### src/rtl/core/nlp_pkg.sv
package nlp_pkg;

    localparam int VAL_W          = 8;
    localparam int POS_W          = 3;
    localparam int LEN_W          = 4;
    // Positions are 3 bits wide, so no more than eight elements are ever addressed.
    localparam int POS_REACH      = 8;
    localparam int MAX_LENGTH_DEF = 8;
    localparam logic [LEN_W-1:0] LEN_RESET = LEN_W'(8);

    localparam logic CMD_LOAD    = 1'b0;
    localparam logic CMD_ADVANCE = 1'b1;

    typedef enum logic [3:0] {
        ST_IDLE,
        ST_PIV_RD,
        ST_PIV_CMP,
        ST_SUC_RD,
        ST_SUC_CMP,
        ST_SWAP_WR,
        ST_REV_RD,
        ST_REV_WR_LO,
        ST_REV_WR_HI,
        ST_EMIT_RD,
        ST_EMIT_LD
    } t_state;

    typedef enum logic [3:0] {
        OP_NONE,
        OP_LOAD,
        OP_INIT_ADV,
        OP_PIV_READ,
        OP_PIV_NEXT,
        OP_PIV_FOUND,
        OP_NO_ASCENT,
        OP_SUC_READ,
        OP_SUC_NEXT,
        OP_SUC_SWAP,
        OP_SWAP_WR,
        OP_REV_READ,
        OP_REV_WR_LO,
        OP_REV_WR_HI,
        OP_EMIT_READ,
        OP_EMIT_LOAD
    } t_dp_op;

    typedef struct packed {
        logic len_zero;
        logic len_one;
        logic ascent;     // left < right of the pair just read
        logic succ_hit;   // pivot < element just read
        logic p_is_one;
        logic rev_more;   // lo < hi
        logic emit_last;
        logic out_free;
    } t_dp_status;

endpackage

### src/rtl/core/nlp_ram.sv
module nlp_ram #(
    parameter int WIDTH = 8,
    parameter int DEPTH = 8
) (
    input  logic                     i_clk,
    input  logic                     i_we,
    input  logic [$clog2(DEPTH)-1:0] i_waddr,
    input  logic [WIDTH-1:0]         i_wdata,
    input  logic                     i_re_a,
    input  logic [$clog2(DEPTH)-1:0] i_raddr_a,
    output logic [WIDTH-1:0]         o_rdata_a,
    input  logic                     i_re_b,
    input  logic [$clog2(DEPTH)-1:0] i_raddr_b,
    output logic [WIDTH-1:0]         o_rdata_b
);

    logic [WIDTH-1:0] r_mem [DEPTH];
    logic [WIDTH-1:0] r_rdata_a;
    logic [WIDTH-1:0] r_rdata_b;

    always_ff @(posedge i_clk) begin
        if (i_we) begin
            r_mem[i_waddr] <= i_wdata;
        end
        if (i_re_a) begin
            r_rdata_a <= r_mem[i_raddr_a];
        end
        if (i_re_b) begin
            r_rdata_b <= r_mem[i_raddr_b];
        end
    end

    assign o_rdata_a = r_rdata_a;
    assign o_rdata_b = r_rdata_b;

endmodule

### src/rtl/core/nlp_ctrl.sv
module nlp_ctrl (
    input  logic               i_clk,
    input  logic               i_rst_n,
    input  logic               i_valid,
    input  logic               i_cmd,
    input  nlp_pkg::t_dp_status i_status,
    output nlp_pkg::t_dp_op    o_op,
    output logic               o_stall
);

    import nlp_pkg::*;

    t_state r_state;
    t_state n_state;

    always_ff @(posedge i_clk) begin
        if (!i_rst_n) begin
            r_state <= ST_IDLE;
        end else begin
            r_state <= n_state;
        end
    end

    // next state
    always_comb begin
        n_state = r_state;
        unique case (r_state)
            ST_IDLE: begin
                if (i_valid && i_cmd == CMD_ADVANCE) begin
                    if (i_status.len_one) begin
                        n_state = ST_EMIT_RD;
                    end else if (!i_status.len_zero) begin
                        n_state = ST_PIV_RD;
                    end
                end
            end
            ST_PIV_RD:  n_state = ST_PIV_CMP;
            ST_PIV_CMP: begin
                if (i_status.ascent) begin
                    n_state = ST_SUC_RD;
                end else if (i_status.p_is_one) begin
                    n_state = ST_REV_RD;
                end else begin
                    n_state = ST_PIV_RD;
                end
            end
            ST_SUC_RD:  n_state = ST_SUC_CMP;
            ST_SUC_CMP: n_state = i_status.succ_hit ? ST_SWAP_WR : ST_SUC_RD;
            ST_SWAP_WR: n_state = ST_REV_RD;
            ST_REV_RD:  n_state = i_status.rev_more ? ST_REV_WR_LO : ST_EMIT_RD;
            ST_REV_WR_LO: n_state = ST_REV_WR_HI;
            ST_REV_WR_HI: n_state = ST_REV_RD;
            ST_EMIT_RD: n_state = ST_EMIT_LD;
            ST_EMIT_LD: begin
                if (i_status.out_free) begin
                    n_state = i_status.emit_last ? ST_IDLE : ST_EMIT_RD;
                end
            end
            default: n_state = ST_IDLE;
        endcase
    end

    // datapath commands
    always_comb begin
        o_op    = OP_NONE;
        o_stall = 1'b1;
        unique case (r_state)
            ST_IDLE: begin
                o_stall = 1'b0;
                if (i_valid) begin
                    o_op = (i_cmd == CMD_LOAD) ? OP_LOAD : OP_INIT_ADV;
                end
            end
            ST_PIV_RD:  o_op = OP_PIV_READ;
            ST_PIV_CMP: begin
                if (i_status.ascent) begin
                    o_op = OP_PIV_FOUND;
                end else if (i_status.p_is_one) begin
                    o_op = OP_NO_ASCENT;
                end else begin
                    o_op = OP_PIV_NEXT;
                end
            end
            ST_SUC_RD:  o_op = OP_SUC_READ;
            ST_SUC_CMP: o_op = i_status.succ_hit ? OP_SUC_SWAP : OP_SUC_NEXT;
            ST_SWAP_WR: o_op = OP_SWAP_WR;
            ST_REV_RD:  o_op = i_status.rev_more ? OP_REV_READ : OP_NONE;
            ST_REV_WR_LO: o_op = OP_REV_WR_LO;
            ST_REV_WR_HI: o_op = OP_REV_WR_HI;
            ST_EMIT_RD: o_op = OP_EMIT_READ;
            ST_EMIT_LD: o_op = i_status.out_free ? OP_EMIT_LOAD : OP_NONE;
            default:    o_op = OP_NONE;
        endcase
    end

endmodule

### src/rtl/core/nlp_datapath.sv
module nlp_datapath #(
    parameter int DEPTH = nlp_pkg::MAX_LENGTH_DEF
) (
    input  logic                      i_clk,
    input  logic                      i_rst_n,
    input  logic                      i_cfg_we,
    input  logic [nlp_pkg::LEN_W-1:0] i_cfg_wdata,
    input  logic [nlp_pkg::POS_W-1:0] i_position,
    input  logic [nlp_pkg::VAL_W-1:0] i_element_value,
    input  nlp_pkg::t_dp_op           i_op,
    output nlp_pkg::t_dp_status       o_status,
    input  logic                      i_stall,
    output logic                      o_valid,
    output logic [nlp_pkg::POS_W-1:0] o_out_position,
    output logic [nlp_pkg::VAL_W-1:0] o_out_value,
    output logic                      o_wrapped,
    output logic                      o_last_of_run
);

    import nlp_pkg::*;

    localparam int IW = $clog2(DEPTH);

    logic [LEN_W-1:0] r_active_length;
    logic [DEPTH-1:0] r_vld;
    logic             r_rvld_a;
    logic             r_rvld_b;
    logic [IW-1:0]    r_p;
    logic [IW-1:0]    r_k;
    logic [IW-1:0]    r_lo;
    logic [IW-1:0]    r_hi;
    logic [IW-1:0]    r_i;
    logic [VAL_W-1:0] r_pv;
    logic             r_wrapped;
    logic             r_out_valid;
    logic [IW-1:0]    r_out_pos;
    logic [VAL_W-1:0] r_out_val;
    logic             r_out_wrap;
    logic             r_out_last;

    logic [LEN_W-1:0] eff_len;
    logic [LEN_W-1:0] len_m1;
    logic [IW-1:0]    last_idx;
    logic [IW-1:0]    p_m1;
    logic             load_ok;
    logic             we;
    logic [IW-1:0]    waddr;
    logic [VAL_W-1:0] wdata;
    logic             re_a;
    logic             re_b;
    logic [IW-1:0]    raddr_a;
    logic [IW-1:0]    raddr_b;
    logic [VAL_W-1:0] ram_a;
    logic [VAL_W-1:0] ram_b;
    logic [VAL_W-1:0] rd_a;
    logic [VAL_W-1:0] rd_b;

    assign eff_len  = (r_active_length > LEN_W'(DEPTH)) ? LEN_W'(DEPTH) : r_active_length;
    assign len_m1   = eff_len - LEN_W'(1);
    assign last_idx = len_m1[IW-1:0];
    assign p_m1     = r_p - IW'(1);
    assign load_ok  = int'(i_position) < DEPTH;

    // never-written entries read as zero
    assign rd_a = r_rvld_a ? ram_a : '0;
    assign rd_b = r_rvld_b ? ram_b : '0;

    // store port selection
    always_comb begin
        we      = 1'b0;
        waddr   = r_lo;
        wdata   = rd_b;
        re_a    = 1'b0;
        re_b    = 1'b0;
        raddr_a = r_lo;
        raddr_b = r_hi;
        unique case (i_op)
            OP_LOAD: begin
                we    = load_ok;
                waddr = i_position[IW-1:0];
                wdata = i_element_value;
            end
            OP_PIV_READ: begin
                re_a    = 1'b1;
                re_b    = 1'b1;
                raddr_a = p_m1;
                raddr_b = r_p;
            end
            OP_SUC_READ: begin
                re_b    = 1'b1;
                raddr_b = r_k;
            end
            OP_SUC_SWAP: begin
                we    = 1'b1;
                waddr = r_k;
                wdata = r_pv;
            end
            OP_SWAP_WR: begin
                we    = 1'b1;
                waddr = p_m1;
                wdata = rd_b;
            end
            OP_REV_READ: begin
                re_a = 1'b1;
                re_b = 1'b1;
            end
            OP_REV_WR_LO: begin
                we    = 1'b1;
                waddr = r_lo;
                wdata = rd_b;
            end
            OP_REV_WR_HI: begin
                we    = 1'b1;
                waddr = r_hi;
                wdata = rd_a;
            end
            OP_EMIT_READ: begin
                re_a    = 1'b1;
                raddr_a = r_i;
            end
            default: begin
                we = 1'b0;
            end
        endcase
    end

    nlp_ram #(
        .WIDTH (VAL_W),
        .DEPTH (DEPTH)
    ) u_store (
        .i_clk     (i_clk),
        .i_we      (we),
        .i_waddr   (waddr),
        .i_wdata   (wdata),
        .i_re_a    (re_a),
        .i_raddr_a (raddr_a),
        .o_rdata_a (ram_a),
        .i_re_b    (re_b),
        .i_raddr_b (raddr_b),
        .o_rdata_b (ram_b)
    );

    // control state
    always_ff @(posedge i_clk) begin
        if (!i_rst_n) begin
            r_active_length <= LEN_RESET;
            r_vld           <= '0;
            r_out_valid     <= 1'b0;
        end else begin
            if (i_cfg_we) begin
                r_active_length <= i_cfg_wdata;
            end
            if (we) begin
                r_vld[waddr] <= 1'b1;
            end
            if (i_op == OP_EMIT_LOAD) begin
                r_out_valid <= 1'b1;
            end else if (!i_stall) begin
                r_out_valid <= 1'b0;
            end
        end
    end

    // working registers and output payload
    always_ff @(posedge i_clk) begin
        if (re_a) begin
            r_rvld_a <= r_vld[raddr_a];
        end
        if (re_b) begin
            r_rvld_b <= r_vld[raddr_b];
        end
        unique case (i_op)
            OP_INIT_ADV: begin
                r_p       <= last_idx;
                r_i       <= '0;
                r_wrapped <= 1'b0;
            end
            OP_PIV_NEXT: r_p <= p_m1;
            OP_PIV_FOUND: begin
                r_pv <= rd_a;
                r_k  <= last_idx;
            end
            OP_NO_ASCENT: begin
                r_wrapped <= 1'b1;
                r_lo      <= '0;
                r_hi      <= last_idx;
            end
            OP_SUC_NEXT: r_k <= r_k - IW'(1);
            OP_SWAP_WR: begin
                r_lo <= r_p;
                r_hi <= last_idx;
            end
            OP_REV_WR_HI: begin
                r_lo <= r_lo + IW'(1);
                r_hi <= r_hi - IW'(1);
            end
            OP_EMIT_LOAD: begin
                r_out_pos  <= r_i;
                r_out_val  <= rd_a;
                r_out_wrap <= r_wrapped;
                r_out_last <= (r_i == last_idx);
                r_i        <= r_i + IW'(1);
            end
            default: begin
                r_p <= r_p;
            end
        endcase
    end

    always_comb begin
        o_status.len_zero  = (eff_len == '0);
        o_status.len_one   = (eff_len == LEN_W'(1));
        o_status.ascent    = (rd_a < rd_b);
        o_status.succ_hit  = (r_pv < rd_b);
        o_status.p_is_one  = (r_p == IW'(1));
        o_status.rev_more  = (r_lo < r_hi);
        o_status.emit_last = (r_i == last_idx);
        o_status.out_free  = !r_out_valid || !i_stall;
    end

    assign o_valid        = r_out_valid;
    assign o_out_position = POS_W'(r_out_pos);
    assign o_out_value    = r_out_val;
    assign o_wrapped      = r_out_wrap;
    assign o_last_of_run  = r_out_last;

endmodule

### src/rtl/core/next_lexicographic_permutation.sv
// Sequence: a load is written while idle. An advance over two or more elements walks the
//   pivot scan, then on an ascent the successor scan and swap, then the suffix reversal and
//   the emit of each element; each store read is followed by a compare or write state.
// Throughput: one item at a time; the input stalls until the last result of the run is
//   registered, longer while the receiver holds a result.
// Reset (synchronous, active low): store reads as zero, active_length = 8, no output.
module next_lexicographic_permutation #(
    parameter int MAX_LENGTH = nlp_pkg::MAX_LENGTH_DEF
) (
    input  logic                      i_clk,
    input  logic                      i_rst_n,
    // configuration: active_length
    input  logic                      i_cfg_we,
    input  logic [nlp_pkg::LEN_W-1:0] i_cfg_wdata,
    // input channel
    input  logic                      i_valid,
    output logic                      o_stall,
    input  logic                      i_cmd,
    input  logic [nlp_pkg::POS_W-1:0] i_position,
    input  logic [nlp_pkg::VAL_W-1:0] i_element_value,
    // result channel
    output logic                      o_valid,
    input  logic                      i_stall,
    output logic [nlp_pkg::POS_W-1:0] o_out_position,
    output logic [nlp_pkg::VAL_W-1:0] o_out_value,
    output logic                      o_wrapped,
    output logic                      o_last_of_run
);

    import nlp_pkg::*;

    // Only positions 0..7 can be addressed, so the store never needs more than
    // eight entries whatever MAX_LENGTH is.
    localparam int DEPTH = (MAX_LENGTH < POS_REACH) ? MAX_LENGTH : POS_REACH;

    t_dp_op     dp_op;
    t_dp_status dp_status;

    // Controller: walks pivot scan, successor scan, swap, suffix reversal and
    // the per-element emit, one store access per step.
    nlp_ctrl u_ctrl (
        .i_clk    (i_clk),
        .i_rst_n  (i_rst_n),
        .i_valid  (i_valid),
        .i_cmd    (i_cmd),
        .i_status (dp_status),
        .o_op     (dp_op),
        .o_stall  (o_stall)
    );

    // Datapath: element store (two registered read ports, one write port),
    // scan counters, comparators and the result register. The result register
    // lets the controller return to idle while the last transfer of a run waits.
    nlp_datapath #(
        .DEPTH (DEPTH)
    ) u_dp (
        .i_clk           (i_clk),
        .i_rst_n         (i_rst_n),
        .i_cfg_we        (i_cfg_we),
        .i_cfg_wdata     (i_cfg_wdata),
        .i_position      (i_position),
        .i_element_value (i_element_value),
        .i_op            (dp_op),
        .o_status        (dp_status),
        .i_stall         (i_stall),
        .o_valid         (o_valid),
        .o_out_position  (o_out_position),
        .o_out_value     (o_out_value),
        .o_wrapped       (o_wrapped),
        .o_last_of_run   (o_last_of_run)
    );

    // A load transfer finishes in its own cycle.
    a_load_stays_idle: assert property (@(posedge i_clk) disable iff (!i_rst_n)
        (i_valid && !o_stall && i_cmd == CMD_LOAD) |=> !o_stall)
        else $error("load transfer left the block busy");

    // An advance over two or more elements must start the scan.
    a_advance_busy: assert property (@(posedge i_clk) disable iff (!i_rst_n)
        (i_valid && !o_stall && i_cmd == CMD_ADVANCE
         && !dp_status.len_zero && !dp_status.len_one) |=> o_stall)
        else $error("advance transfer did not start the permutation step");

    // A new result that is not the last of its run means more emit work remains.
    a_emit_continues: assert property (@(posedge i_clk) disable iff (!i_rst_n)
        ($rose(o_valid) && !o_last_of_run) |-> o_stall)
        else $error("run ended before its last result");

endmodule

### config.mk
export PLATFORM = sky130hd
export DESIGN_NAME = next_lexicographic_permutation
export DESIGN_NICKNAME = d
export VERILOG_FILES = /design/src/rtl/core/nlp_pkg.sv /design/src/rtl/core/nlp_ram.sv /design/src/rtl/core/nlp_ctrl.sv /design/src/rtl/core/nlp_datapath.sv /design/src/rtl/core/next_lexicographic_permutation.sv
export SDC_FILE = /design/constraint.sdc
export NUM_CORES = 1
export LEC_CHECK = 0
export BUFFER_PORTS_ARGS = -buffer_cell sky130_fd_sc_hd__buf_2
export CAP_MARGIN = 15
export CORE_MARGIN = 2
export CORE_UTILIZATION = 58
export CTS_CLUSTER_DIAMETER = 60
export DETAILED_ROUTE_END_ITERATION = 12
export PLACE_DENSITY = 0.72
export SLEW_MARGIN = 20
export SYNTH_ARGS = -nofsm -noshare
export SYNTH_HDL_FRONTEND = slang
export SYNTH_HIERARCHICAL = 1
export SYNTH_SLANG_ARGS = --single-unit
### constraint.sdc
create_clock -name i_clk -period 5 [get_ports i_clk]
set_input_delay 0 -clock i_clk [delete_from_list [all_inputs] [get_ports i_clk]]
set_output_delay 0 -clock i_clk [all_outputs]
set_load 0.05 [all_outputs]
==> metrics.yaml <==
synth:
  synth-seq-cells: 136
  synthArstFlopShare: 0
  syn_nets: 585
  synth_area_leaders: "edfxtp_1 (49%), mux4_1 (10%), dfxtp_1 (4.6%)"
  ys_warn_count: 6
  synth_common_cells: "edfxtp_1 (119), nand2_1 (39), mux4_1 (29)"
  synthDominantCellAreaShare: 0.4855
  synth_ff_type: "edfxtp_1"
  synth_cell_types: 64
  synth_edf_count: 119
  postSynthAreaPerCell_um2: 13.65
  syn_inst: 539
  yosysSeqAreaShare: 0.5318
  syn_area_mm2: 0.007360
  yosysTopAreaCell: "edfxtp_1"
  yosysMostFrequentCell: "edfxtp_1"
power:
  power.density_mw_per_mm2: 397.9
  seqPwrFrac: 0.423
  p_leak_nw: 3.164
  cellInternalPower_mw: 2.419
  combPwrFrac: 0.208
  ir_worst_vdd_mv: 0.2509
  p_sw_mw: 0.9552
  clkPwrFrac: 0.369
  sw_frac_of_total: 0.2831
timing:
  rsz0062_at_grt: "false"
  setup_viol: 0
  min_period_ps: 4701
  max_freq_mhz: 212.7
  period_share: 0.9402
  fin_skew_ps: 11.78
  hold_violations: 0
  tightest_slew_ps: 721.7
  slew_violations: 0
  setup_slack_ps: 299.2
  fin_tns_setup_ps: 0
  slew_headroom: 0.5152
setup_path:
  critPathSlowestCell: "mux4_1"
  criticalPathCategory: "flip-flop to flip-flop"
  cp_max_fo: 16
  critPathBufInv: 3
  crit_chain: "buf_4, nand2_1, ha_1, a21oi_1, o21ai_0, a31oi_1, mux2_1, a32oi_1, nand3_1, nand2b_1, o21ai_0, o2bb2ai_2, inv_1, buf_4, mux4_1, mux2_2"
  required_ps: 5170
  crit_arrival_ps: 4870
  cp_num_cells: 16
  cp_top_family: "multiplexers"
  endpoint_kind: "flip-flop"
  ff2ff_path_depth: 16
  max_stage_delay_ps: 610
  start_kind: "flip-flop"
detailed_routing:
  drt-total-wl_mm: 16.79
  wire_per_inst_um: 21.36
  final_antenna_net_count: 0
  drc_errors: 0
  firstDrtPassIters: 7
  drt_first_iter_violations: 639
  num_vias: 4929
  viasPerCell: 6.271
clocking:
  cts_root_buf: "clkbuf_16"
  htree_levels: 4
  cts_tree: "yes"
  clock_latency_ps: 420
  path_clk_slew_ps: 60
  clock-sinks: 136
  clock_path_buffers: 2
  cts_made_buffers: 17
placed_design:
  portBuffers: 35
  dp_hpwl_mm: 11.52
  place_congestion: 0.9153
  pre_cts_ws_ps: 310.2
floorplanning:
  boundaryPins: 36
  die_area_mm2: 0.01361
  num_rows: 41
  initial_utilization: 0.5880
  die_w_um: 116.6
  die-height_um: 116.6
  core_mm2: 0.01252
finish:
  area.growth.synth_to_final_pct: 15.23
  layout-drive-gt1-share: 0.2085
  diodes: 0
  nets: 647
global_route:
  grt_usage: 0.2632
  grt_pass1_wl_mm: 26.19
  antenna_found_initial: 0
  grt_pass1_vias: 5000
  grt_max_degree: 25
  grt_overflow: 0
worst_hold_path:
  hold_depth: 5
  hp-class: "primary input to flip-flop"
outcome:
  status: "finished clean"
job:
  cap_viol_max_count: 0
[cells in the final DEF, fill, tap and decap left out, types with 8 or more instances in the layout]
cell type	netlist	layout
and2_1	10	10
edfxtp_1	119	119
buf_2	7	35
mux2_2	19	19
nor2_1	27	27
mux4_1	29	29
buf_4	5	23
xnor2_1	10	10
nor3_1	11	11
o21ai_0	9	9
nand2_1	39	39
mux2i_1	25	25
nor2b_1	13	13
ha_1	25	25
dfxtp_1	17	17
clkbuf_16	0	17
a22oi_1	9	9
a21oi_1	15	13
nand2b_1	17	17
o21a_1	9	9
dlygate4sd3_1	0	14
a32oi_1	8	8
nand3_1	14	14
inv_1	18	17
[repair_timing]
| action | in CTS | in global routing |
|---|---|---|
| hold endpoints to repair | 13 | 0 |
| setup buffers | 0 | 2 |
| hold buffers | 14 | 0 |
| gates resized for setup | 0 | 3 |
| setup endpoints to repair | 0 | 8 |
[state kept, by name, indices dropped and copies added (netlist names), 4 cells and up]
signal / count
u_dp/u_store/o_rdata_b: 8
u_dp/u_store/r_mem: 64
u_dp/o_out_value: 8
u_dp/u_store/o_rdata_a: 8
u_dp/r_pv: 8
u_ctrl/r_state: 4
u_dp/r_active_length: 4
u_dp/r_vld: 8
[cell families (layout without fill, tap and decap cells)]
logic type	count (synthesis)	after routing	synth area share
AO/OA/AOI/OAI	88	88	0.08772
XOR/XNOR	10	10	0.01190
adder cells (fa/ha/maj)	25	25	0.04250
buffers and inverters	48	123	0.03468
flip-flops	136	136	0.5318
multiplexers	80	80	0.1855
AND/OR/NAND/NOR	152	152	0.1059
[metrics by stage]
stage | hold slack [ps] | total power [mW] | cell area, um2 | instances | utilization
floorplan | 116.9 | 1.943 | 7360 | 539 | -
global placement | 220.3 | 2.090 | 7724 | 738 | 0.6171
detailed placement | 221.5 | 2.120 | 7724 | 738 | 0.6171
CTS | 20.48 | 3.375 | 8454 | 784 | 0.6754
global route | 73.00 | 3.508 | 8481 | 786 | 0.6775
finish | 38.17 | 3.375 | 8481 | 786 | 0.6775
[power groups by stage]
stage               Combinational [mW]  Sequential, mW  Clock, mW
detailed placement               0.672            1.45          0
floorplan                        0.528            1.42          0
finish                           0.702            1.43       1.24
CTS                              0.686            1.43       1.26
global placement                 0.646            1.44          0
global route                     0.757            1.44       1.32
[layer usage]
metal	track usage	routed length, um	up-vias
met3	0.06642	1127	27
met2	0.4217	8096	209
met4	0.09412	303	0
li1	-	-	2233
met1	0.3530	7262	2460
met5	0	0	-
[tightest hold or removal path, stage by stage]
cell,delay [ps]
buf_2,110
nand2_1,50
o211ai_1,130
nand2_1,80
a31oi_1,40
[final timing paths]
kind                                                       endpoint  slack [ps]                      from
worst min register to register             u_dp/o_wrapped$_DFFE_PP_         450  u_dp/r_wrapped$_DFFE_PP_
worst max-delay path            u_dp/u_store/o_rdata_a[4]$_DFFE_PP_         300   u_dp/r_rvld_b$_DFFE_PP_
worst max register to register  u_dp/u_store/o_rdata_a[4]$_DFFE_PP_         300   u_dp/r_rvld_b$_DFFE_PP_
worst min-delay path                 u_ctrl/r_state[3]$_SDFFE_PN0P_          40                     i_cmd
[layout make-up]
cell class | instances | area (um2)
clock buffers | 17 | 425.4
clock inverters | 15 | 165.2
fillers | 915 | 4036
inverters | 19 | 75.07
multi-input cells | 355 | 3198
flip-flops and latches | 136 | 3914
well taps | 172 | 215.2
repair buffers | 72 | 488.0
(Power assumes the default switching activity.)
